**src/rtl/core/ccs_pkg.sv**
```systemverilog
package ccs_pkg;

    localparam int unsigned FUNC_W    = 2;
    localparam int unsigned TEMP_W    = 8;
    localparam int unsigned PHASE_W   = 3;
    localparam int unsigned SECONDS_W = 16;
    localparam int unsigned CFG_IDX_W = 1;
    localparam int unsigned CFG_DAT_W = 16;

    localparam logic [SECONDS_W-1:0] PHASE_SECONDS_RST    = 16'd1200;
    localparam logic [TEMP_W-1:0]    WASH_TARGET_TEMP_RST = 8'd65;

    localparam logic [CFG_IDX_W-1:0] CFG_PHASE_SECONDS    = 1'd0;
    localparam logic [CFG_IDX_W-1:0] CFG_WASH_TARGET_TEMP = 1'd1;

    localparam logic [FUNC_W-1:0] EV_TICK  = 2'd0;
    localparam logic [FUNC_W-1:0] EV_LEFT  = 2'd1;
    localparam logic [FUNC_W-1:0] EV_RIGHT = 2'd2;

    typedef enum logic [PHASE_W-1:0] {
        PH_WASH_READY   = 3'd0,
        PH_WASHING      = 3'd1,
        PH_RINSE_READY  = 3'd2,
        PH_RINSING      = 3'd3,
        PH_DIS_READY    = 3'd4,
        PH_DISINFECTING = 3'd5,
        PH_COMPLETE     = 3'd6
    } t_phase;

    typedef struct packed {
        logic [SECONDS_W-1:0] phase_seconds;
        logic [TEMP_W-1:0]    wash_target_temp;
    } t_cfg;

endpackage

```
**src/rtl/core/ccs_in_if.sv**
```systemverilog
interface ccs_in_if;
    logic                         valid;
    logic                         ready;
    logic [ccs_pkg::FUNC_W-1:0]   func;
    logic [ccs_pkg::TEMP_W-1:0]   current_temp;

    modport source (output valid, output func, output current_temp, input ready);
    modport sink   (input valid, input func, input current_temp, output ready);
endinterface

```
**src/rtl/core/ccs_out_if.sv**
```systemverilog
interface ccs_out_if;
    logic                            valid;
    logic                            ready;
    logic [ccs_pkg::PHASE_W-1:0]     phase_now;
    logic                            pump_on;
    logic                            heater_on;
    logic [ccs_pkg::SECONDS_W-1:0]   seconds_left;
    logic                            exit_to_main;

    modport source (
        output valid, output phase_now, output pump_on, output heater_on,
        output seconds_left, output exit_to_main, input ready
    );
    modport sink (
        input valid, input phase_now, input pump_on, input heater_on,
        input seconds_left, input exit_to_main, output ready
    );
endinterface

```
**src/rtl/core/ccs_cfg_regs.sv**
```systemverilog
module ccs_cfg_regs (
    input  logic                          i_clk,
    input  logic                          i_rst_n,
    input  logic                          i_cfg_we,
    input  logic [ccs_pkg::CFG_IDX_W-1:0] i_cfg_idx,
    input  logic [ccs_pkg::CFG_DAT_W-1:0] i_cfg_data,
    output ccs_pkg::t_cfg                 o_cfg
);
    import ccs_pkg::*;

    t_cfg r_cfg;

    always_ff @(posedge i_clk) begin
        if (!i_rst_n) begin
            r_cfg.phase_seconds    <= PHASE_SECONDS_RST;
            r_cfg.wash_target_temp <= WASH_TARGET_TEMP_RST;
        end else if (i_cfg_we) begin
            case (i_cfg_idx)
                CFG_PHASE_SECONDS:    r_cfg.phase_seconds    <= i_cfg_data;
                CFG_WASH_TARGET_TEMP: r_cfg.wash_target_temp <= i_cfg_data[TEMP_W-1:0];
                default: ;
            endcase
        end
    end

    assign o_cfg = r_cfg;

endmodule

```
**src/rtl/core/ccs_step.sv**
```systemverilog
module ccs_step (
    input  logic          i_clk,
    input  logic          i_rst_n,
    input  ccs_pkg::t_cfg i_cfg,
    ccs_in_if.sink        i_in,
    ccs_out_if.source     o_out
);
    import ccs_pkg::*;

    t_phase               r_phase, n_phase;
    logic [SECONDS_W-1:0] r_remaining, n_remaining;
    logic                 r_pump, n_pump;
    logic                 r_heater, n_heater;
    logic                 r_leave, n_leave;
    logic                 r_valid;

    logic                 accept;
    logic                 active;
    logic [SECONDS_W-1:0] dec_remaining;
    t_phase               next_phase;

    assign i_in.ready = !r_valid || o_out.ready;
    assign accept     = i_in.valid && i_in.ready;

    assign active = (r_phase == PH_WASHING) || (r_phase == PH_RINSING) ||
                    (r_phase == PH_DISINFECTING);

    assign dec_remaining = (r_remaining != '0) ? r_remaining - 1'b1 : r_remaining;

    always_comb begin
        case (r_phase)
            PH_WASHING: next_phase = PH_RINSE_READY;
            PH_RINSING: next_phase = PH_DIS_READY;
            default:    next_phase = PH_COMPLETE;
        endcase
    end

    always_comb begin
        n_phase     = r_phase;
        n_remaining = r_remaining;
        n_pump      = r_pump;
        n_heater    = r_heater;
        n_leave     = 1'b0;
        case (i_in.func)
            EV_TICK: begin
                if (active) begin
                    if (r_remaining != '0) begin
                        n_pump   = 1'b1;
                        n_heater = (r_phase == PH_WASHING) &&
                                   (i_in.current_temp < i_cfg.wash_target_temp);
                    end
                    n_remaining = dec_remaining;
                    if (dec_remaining == '0) begin
                        n_phase     = next_phase;
                        n_remaining = i_cfg.phase_seconds;
                        n_pump      = 1'b0;
                        n_heater    = 1'b0;
                    end
                end
            end
            EV_LEFT: begin
                n_phase  = PH_WASH_READY;
                n_pump   = 1'b0;
                n_heater = 1'b0;
                n_leave  = 1'b1;
            end
            EV_RIGHT: begin
                case (r_phase)
                    PH_WASHING, PH_RINSING, PH_DISINFECTING: begin
                        n_phase     = next_phase;
                        n_remaining = i_cfg.phase_seconds;
                        n_pump      = 1'b0;
                        n_heater    = 1'b0;
                    end
                    PH_WASH_READY: begin
                        n_phase     = PH_WASHING;
                        n_remaining = i_cfg.phase_seconds;
                    end
                    PH_RINSE_READY: n_phase = PH_RINSING;
                    PH_DIS_READY: begin
                        n_phase     = PH_DISINFECTING;
                        n_remaining = i_cfg.phase_seconds;
                    end
                    default: begin
                        n_phase  = PH_WASH_READY;
                        n_pump   = 1'b0;
                        n_heater = 1'b0;
                        n_leave  = 1'b1;
                    end
                endcase
            end
            default: ;
        endcase
    end

    // state doubles as the result payload; it only advances on an accepted event
    always_ff @(posedge i_clk) begin
        if (!i_rst_n) begin
            r_phase     <= PH_WASH_READY;
            r_remaining <= '0;
            r_pump      <= 1'b0;
            r_heater    <= 1'b0;
            r_leave     <= 1'b0;
            r_valid     <= 1'b0;
        end else begin
            if (accept) begin
                r_phase     <= n_phase;
                r_remaining <= n_remaining;
                r_pump      <= n_pump;
                r_heater    <= n_heater;
                r_leave     <= n_leave;
            end
            if (i_in.ready) begin
                r_valid <= accept;
            end
        end
    end

    assign o_out.valid        = r_valid;
    assign o_out.phase_now    = r_phase;
    assign o_out.pump_on      = r_pump;
    assign o_out.heater_on    = r_heater;
    assign o_out.seconds_left = r_remaining;
    assign o_out.exit_to_main = r_leave;

endmodule

```
**src/rtl/core/cleaning_cycle_sequencer_top.sv**
```systemverilog
// Cleaning cycle sequencer for wash, rinse and disinfect. Each accepted event
// transaction (tick with temperature, left or right button) produces exactly
// one result transaction in the following cycle, carrying the phase, pump and heater
// drives, remaining seconds and the exit-to-main flag after that event. One
// event is taken every cycle as long as the result side keeps up; the single
// result register is the only stage, so a stalled result holds off the input.
// Configuration writes (0: phase seconds, 1: wash target temperature) take
// effect on the next cycle and are meant to be issued while no event is
// in flight.
module cleaning_cycle_sequencer_top (
    input  logic                          i_clk,
    input  logic                          i_rst_n,
    input  logic                          i_cfg_we,
    input  logic [ccs_pkg::CFG_IDX_W-1:0] i_cfg_idx,
    input  logic [ccs_pkg::CFG_DAT_W-1:0] i_cfg_data,
    ccs_in_if.sink                        i_in,
    ccs_out_if.source                     o_out
);
    import ccs_pkg::*;

    t_cfg cfg;

    ccs_cfg_regs u_cfg_regs (
        .i_clk      (i_clk),
        .i_rst_n    (i_rst_n),
        .i_cfg_we   (i_cfg_we),
        .i_cfg_idx  (i_cfg_idx),
        .i_cfg_data (i_cfg_data),
        .o_cfg      (cfg)
    );

    ccs_step u_step (
        .i_clk   (i_clk),
        .i_rst_n (i_rst_n),
        .i_cfg   (cfg),
        .i_in    (i_in),
        .o_out   (o_out)
    );

endmodule
```
**src/flat_wrapper.sv**
```systemverilog
// flat-port wrapper written by rule: the top's interface ports become plain ports
module cleaning_cycle_sequencer_top_flat import ccs_pkg::*;
  (i_clk, i_rst_n, i_cfg_we, i_cfg_idx, i_cfg_data, i_in_valid, i_in_func, i_in_current_temp, i_in_ready, o_out_valid, o_out_phase_now, o_out_pump_on, o_out_heater_on, o_out_seconds_left, o_out_exit_to_main, o_out_ready);
  ccs_in_if i_in_i ();
  ccs_out_if o_out_i ();
  input  logic i_clk;
  input  logic i_rst_n;
  input  logic i_cfg_we;
  input  logic [ccs_pkg::CFG_IDX_W-1:0] i_cfg_idx;
  input  logic [ccs_pkg::CFG_DAT_W-1:0] i_cfg_data;
  input wire logic [$bits(i_in_i.valid)-1:0] i_in_valid;
  input wire logic [$bits(i_in_i.func)-1:0] i_in_func;
  input wire logic [$bits(i_in_i.current_temp)-1:0] i_in_current_temp;
  output wire logic [$bits(i_in_i.ready)-1:0] i_in_ready;
  output wire logic [$bits(o_out_i.valid)-1:0] o_out_valid;
  output wire logic [$bits(o_out_i.phase_now)-1:0] o_out_phase_now;
  output wire logic [$bits(o_out_i.pump_on)-1:0] o_out_pump_on;
  output wire logic [$bits(o_out_i.heater_on)-1:0] o_out_heater_on;
  output wire logic [$bits(o_out_i.seconds_left)-1:0] o_out_seconds_left;
  output wire logic [$bits(o_out_i.exit_to_main)-1:0] o_out_exit_to_main;
  input wire logic [$bits(o_out_i.ready)-1:0] o_out_ready;
  assign i_in_i.valid = i_in_valid;
  assign i_in_i.func = i_in_func;
  assign i_in_i.current_temp = i_in_current_temp;
  assign i_in_ready = i_in_i.ready;
  assign o_out_valid = o_out_i.valid;
  assign o_out_phase_now = o_out_i.phase_now;
  assign o_out_pump_on = o_out_i.pump_on;
  assign o_out_heater_on = o_out_i.heater_on;
  assign o_out_seconds_left = o_out_i.seconds_left;
  assign o_out_exit_to_main = o_out_i.exit_to_main;
  assign o_out_i.ready = o_out_ready;
  cleaning_cycle_sequencer_top u_core (.i_clk(i_clk), .i_rst_n(i_rst_n), .i_cfg_we(i_cfg_we), .i_cfg_idx(i_cfg_idx), .i_cfg_data(i_cfg_data), .i_in(i_in_i), .o_out(o_out_i));
endmodule
```
**config.mk**
```make
export PLATFORM = sky130hd
export DESIGN_NAME = cleaning_cycle_sequencer_top_flat
export DESIGN_NICKNAME = d
export VERILOG_FILES = /design/src/rtl/core/ccs_pkg.sv /design/src/rtl/core/ccs_in_if.sv /design/src/rtl/core/ccs_out_if.sv /design/src/rtl/core/ccs_cfg_regs.sv /design/src/rtl/core/ccs_step.sv /design/src/rtl/core/cleaning_cycle_sequencer_top.sv /design/src/flat_wrapper.sv
export SDC_FILE = /design/constraint.sdc
export NUM_CORES = 1
export LEC_CHECK = 0
export ABC_AREA = 0
export BUFFER_PORTS_ARGS = -buffer_cell sky130_fd_sc_hd__buf_2
export CORE_MARGIN = 2
export CORE_UTILIZATION = 55
export DETAILED_ROUTE_END_ITERATION = 10
export PLACE_DENSITY = 0.86
export SETUP_SLACK_MARGIN = 0.4
export SYNTH_ARGS = -nofsm -noshare
export SYNTH_HDL_FRONTEND = slang
export SYNTH_SLANG_ARGS = --single-unit
```
**constraint.sdc**
```tcl
create_clock -name i_clk -period 3.7 [get_ports i_clk]
set_input_delay 0.37 -clock i_clk [delete_from_list [all_inputs] [get_ports i_clk]]
set_output_delay 0.37 -clock i_clk [all_outputs]
set_load 0.01 [all_outputs]
```
# --- Yosys cells after proc, flatten, opt, wreduce, memory -nomap -nowiden ---
# Index checks and enable logic that the tools add are counted.
word_totals:
  register_bits: 47
  wordCells: 65
  output_inout_bits: 24
  inputBits: 32
classes:
  n_mux: 21
  n_reduce_logical: 21
  n_bitwise: 1
  n_eq_ne: 12
  magnitude_cmp: 1
  n_addsub: 1
op_table:
  columns: ["cell", "count"]
  rows:
  - ["$mux W16", 4]
  - ["$pmux W16 S2", 1]
  - ["$logic_not A16 Y1", 1]
  - ["$reduce_bool A16 Y1", 1]
  - ["$sub A16 B1 Y16 const B", 1]
  - ["$pmux W3 S4", 1]
  - ["$pmux W3 S3", 1]
  - ["$lt A8 B8 Y1", 1]
  - ["$mux W1", 8]
  - ["$ne A2 B2 Y1 const B", 4]
  - ["$reduce_and A4 Y1", 2]
  - ["$eq A3 B2 Y1 const B", 2]
  - ["$eq A3 B3 Y1 const B", 2]
  - ["$mux W3", 2]
  - ["$pmux W1 S3", 2]
  - ["$pmux W3 S2", 1]
  - ["$reduce_or A3 Y1", 2]
  - ["$reduce_or A6 Y1", 1]
  - ["$reduce_and A5 Y1", 1]
  - ["$reduce_or A5 Y1", 1]
  - ["$reduce_and A2 Y1", 2]
  - ["$eq A3 B1 Y1 const B", 1]
  - ["$logic_not A3 Y1", 1]
  - ["$logic_or A1 B1 Y1", 3]
  - ["other kinds (10)", 11]

# --- Depth between registers and ports, before layout ---
depth:
  ltp_word: 6
  ltp_mapped: 13
  ltp_nobuf: 10

# --- Modules after synthesis ---
# A second synthesis with hierarchy kept.
hier_totals:
  cells_unflattened: 363
  area_unflattened_um2: 2994.1
by_module_without_submodules:
  columns: ["module", "seq_area_each_um2", "instances", "area_each_um2", "cells_per_inst"]
  rows:
  - ["ccs_step", 460.4, 1, 2008.2, 259]
  - ["ccs_cfg_regs", 480.5, 1, 985.9, 104]

# --- Least setup slack after synthesis ---
# No wires, ideal clock.
synth_timing:
  path_kind: "register -> register"
  start: "register u_core.u_step.r_remaining[0] (netlist: u_core.u_step.o_out.seconds_left[0])"
  end: "register u_core.u_step.r_remaining[15] (netlist: u_core.u_step.o_out.seconds_left[15])"
  t_required_ps: 3560
  slack_ps: 758
  synth_period_minus_slack_ps: 2942
  path_stages_with_launch: 14
  arrival_ps: 2802
  setup_ps: 140
  path_buffers: 3
  cell_sequence: "dfxtp_1 -> inv_1 -> ha_1 -> or3b_1 -> buf_2 -> a211oi_1 -> o211ai_1 -> a2111oi_4 -> and4b_4 -> a21oi_2 -> buf_6 -> buf_2 -> o21ai_0 -> o221ai_1"
synth_via:
  elab_chain_cells: 6
  word_cells_on_any_way: 7
  cone_classes: "add/sub (1); mux (4); reduce/logical (2)"
synth_rtl:
  columns: ["item", "line_no", "source"]
  rows:
  - ["start, declared", "ccs_step.sv:11", "logic [SECONDS_W-1:0] r_remaining, n_remaining;"]
  - ["start signal, assigned", "ccs_step.sv:108", "r_remaining <= n_remaining;"]
  - ["$sub A16 B1 Y16 / $reduce_bool A16 Y1 (equally long branches)", "ccs_step.sv:28", "assign dec_remaining = (r_remaining != '0) ? r_remaining - 1'b1 : r_remaining;"]
  - ["$mux W16 *", "ccs_step.sv:28", null]
  - ["$logic_not A16 Y1", "ccs_step.sv:53", "if (dec_remaining == '0) begin"]
  - ["$mux W16 *", "ccs_step.sv:53", null]
  - ["$mux W16 *", "ccs_step.sv:46", "if (active) begin"]
  - ["$pmux W16 S2 *", "ccs_step.sv:44", "case (i_in.func)"]
# Every way passes the cells marked *; elsewhere a longest branch is shown, timed or not. The select of a mux whose other input is x is not followed.
# A chain may end at the register's enable or synchronous reset.

# --- Worst setup path in the final report ---
layout_timing:
  start: "register u_core.u_step.r_remaining[0] (netlist: u_core.u_step.o_out.seconds_left[0])"
  end: "register u_core.u_step.r_remaining[14] (netlist: u_core.u_step.o_out.seconds_left[14])"
# Same word-level chain as after synthesis.

==> run metrics <==
Synth Area in Compound Gates 22.17%; worst hold endpoint u_core.u_cfg_regs.o_cfg[0]; Mean Syn Cell Area about 7.5 um^2; 1st-iter DRT viols 295; Post-synth ARST share 0%; Worst-path clk slew roughly 0.09 ns; Hold Path Depth 3; worst clock skew between 0.003 and 0.004 ns; reg2reg start u_core.u_step.o_out.seconds_left[0]; number of synthesized flops with an enable pin 0; CTS root buf clkbuf_8; Vias/cell 6.155; Setup CP Type flip-flop to flip-flop; total grt overflow 0; power per cell area 1097 nW/um^2; RePlAce Congestion 1.031; Reg2Reg Setup Slack 0.56 ns; XOR/XNOR Fraction of Synth Area 0%; share of cells above drive strength 1 20.00%; synthesized cell area 2980 um^2; largest family of logic cells by synthesized area simple AND/OR/NAND/NOR gates; worst slack, placed 0.4800 ns; via count of the first global-routing pass 2,876; Chip Height approximately 78 um; DRC 0; io pins 56; full die area 6023 um^2; post-route ant nets 0; Detailed Routing Iterations Pass 1 7; final setup vio count 0; Worst setup SP type flip-flop; crit-path max FO 22; Peak VDD IR 0.8243 mV; P_leak 1.411 nW; CTS max path bufs 2; flops & latches, synth 47; setup_tns 0 ns; crit path time final 3.139 ns; GRT Total Usage 26.61%; H-tree Lvls 2; Synth Instances 396; die width ~78 um; Routed wire per std cell 15.18 um; WL final just under 8 mm; final worst path period share 84.83%; synth top area cells dfxtp_1, nand2_1, a21oi_1; worst hold path type input pin to flip-flop; starting density of the core between 50% and 60%; Vias 3,139; CP required 3.92 ns; status finished, final reports clean; Clk Latency, worst-skew pair 0.30 ns; Fmax achieved 0.3186 GHz; diode count 0; initial antenna violation count 0; max_slew headroom 34.56%; Syn-to-layout area delta 14.44%; CTS Buf Count 5; Core ar. 5172 um^2; worst r2r dst u_core.u_step.o_out.seconds_left[14]; HPWL after DPL 5.635 mm; Buffers on Ports between 50 and 60; final hold vios 0; crit end category flip-flop; largest net degree at the start of global routing 32; Cell Rows 26; post-synthesis mux area share 2.687%; global-route wire length before repair 13.14 mm; ys flop type dfxtp_1; post-synth top area cell dfxtp_1; RSZ-0062 raised after global routing true; simple-gate area share of the yosys netlist a little under a third; R2R depth 11; cts hold-fix bufs 0; Max-Cap Viols 0; commonest non-fill, non-tap cell in the layout nand2_1; critical path arrival 3.36 ns; area share of fa/ha/maj cells after synthesis 5.458%; CTS tree built; Seq/Total Area, Yosys a little under a third; Synthesized Nets around 440; worst slew pin tran 0.9795 ns; Net count, final 485; worst setup margin between 0.5 and 0.6 ns; Synth cell types 56; commonest cells after routing, fill and taps aside nand2_1, buf_2, dfxtp_1; Critical Path Source u_core.u_step.o_out.seconds_left[0]; fin. max-slew vios 0; Synth top area share 31.57%; Sink Count 47; hold_sp i_cfg_data[0]; yosys warns 0
-- what timing repair did --
| item | CTS | global route |
|---|---|---|
| buffers inserted | 0 | 0 |
| endpoints found under the setup margin | 0 | 16 |
| resized for setup | 0 | 6 |
-- cell usage after synthesis, types with 4 or more instances --
master    instances
a211oi_1          5
a21oi_1          34
a31oi_1           8
and2_1            4
buf_2             4
clkbuf_1         14
dfxtp_1          47
ha_1             13
inv_1            20
mux2i_1           8
nand2_1          78
nand2b_1          7
nand3_1          19
nand4_1           6
nor2_1           21
nor2b_1           5
nor3_1           11
nor4_1            7
o211ai_1          7
o21ai_0          18
or3_1             4
-- critical path, stage by stage, from the launching register on --
cell and delay [ns]:
dfxtp_1 0.37, inv_1 0.16, ha_2 0.26, or3b_4 0.45, nor4b_2 0.25, o21ai_1 0.13
a2111oi_4 0.43, and4b_4 0.30, a21oi_2 0.06, buf_4 0.21, a21o_1 0.18, a221oi_2 0.24
-- logic make-up (layout without fill, tap and decap cells) --
| kind of cell | count (synthesis) | after routing |
|---|---|---|
| buf+inv | 44 | 88 |
| mux | 8 | 8 |
| simple gates | 185 | 185 |
| flops | 47 | 47 |
| compound gates | 99 | 99 |
| fa+ha+maj | 13 | 13 |
-- layer usage --
metal  up-vias  share of wire [%]  track usage (%)
met2       173                 46            42.59
li1       1513                  -                -
met4         0                1.6            7.679
met3        15                9.4            6.163
met5         -                  0                0
met1      1438                 43            35.76
-- worst max-delay path by stage --
stage / slack (ns) / end / cells past startpoint
global route: 0.38 / u_core.u_step.o_out.seconds_left[14] / 11
finish: 0.56 / u_core.u_step.o_out.seconds_left[14] / 11
CTS: 0.46 / u_core.u_step.o_out.seconds_left[14] / 11
detailed placement: 0.48 / u_core.u_step.o_out.seconds_left[14] / 11
floorplan: 0.76 / u_core.u_step.o_out.seconds_left[15] / 13
global placement: 0.61 / u_core.u_step.o_out.seconds_left[14] / 11
-- registers in the layout, indices dropped and copies added (netlist names) --
| name | cells |
|---|---|
| u_core.u_step.o_out.valid | 1 |
| u_core.u_step.o_out.heater_on | 1 |
| u_core.u_step.o_out.phase_now | 3 |
| u_core.u_step.o_out.pump_on | 1 |
| u_core.u_step.o_out.exit_to_main | 1 |
| u_core.u_cfg_regs.o_cfg | 24 |
| u_core.u_step.o_out.seconds_left | 16 |
-- final cells by class --
class	instances	area [um^2]
inverter	20	75.07
tap	70	87.58
clock inverter	2	37.54
sequential	47	940.9
fill	450	1762
clock buffer	5	68.82
multi-input combinational	305	1881
timing repair buffer	61	320.3
-- metrics by stage --
step	utilization (%)	hold slack, ns	cells	power (W)	instance area, um^2
after floorplan	-	0.4357	396	0.002758	2980
after detailed placement	63.45	0.4484	503	0.003268	3282
after global routing	65.94	0.3013	510	0.004001	3411
final	65.94	0.2949	510	0.003741	3411
after CTS	65.51	0.2902	510	0.003650	3388
after global placement	63.45	0.4426	503	0.003240	3282
-- report_power, final --
part | leakage, nW | switching (W) | internal (W)
registers | 0.383 | 0.000138 | 0.000575
logic | 0.977 | 0.00153 | 0.00112
clock network | 0.0502 | 0.000175 | 0.000198
(Power assumes the default switching activity.)
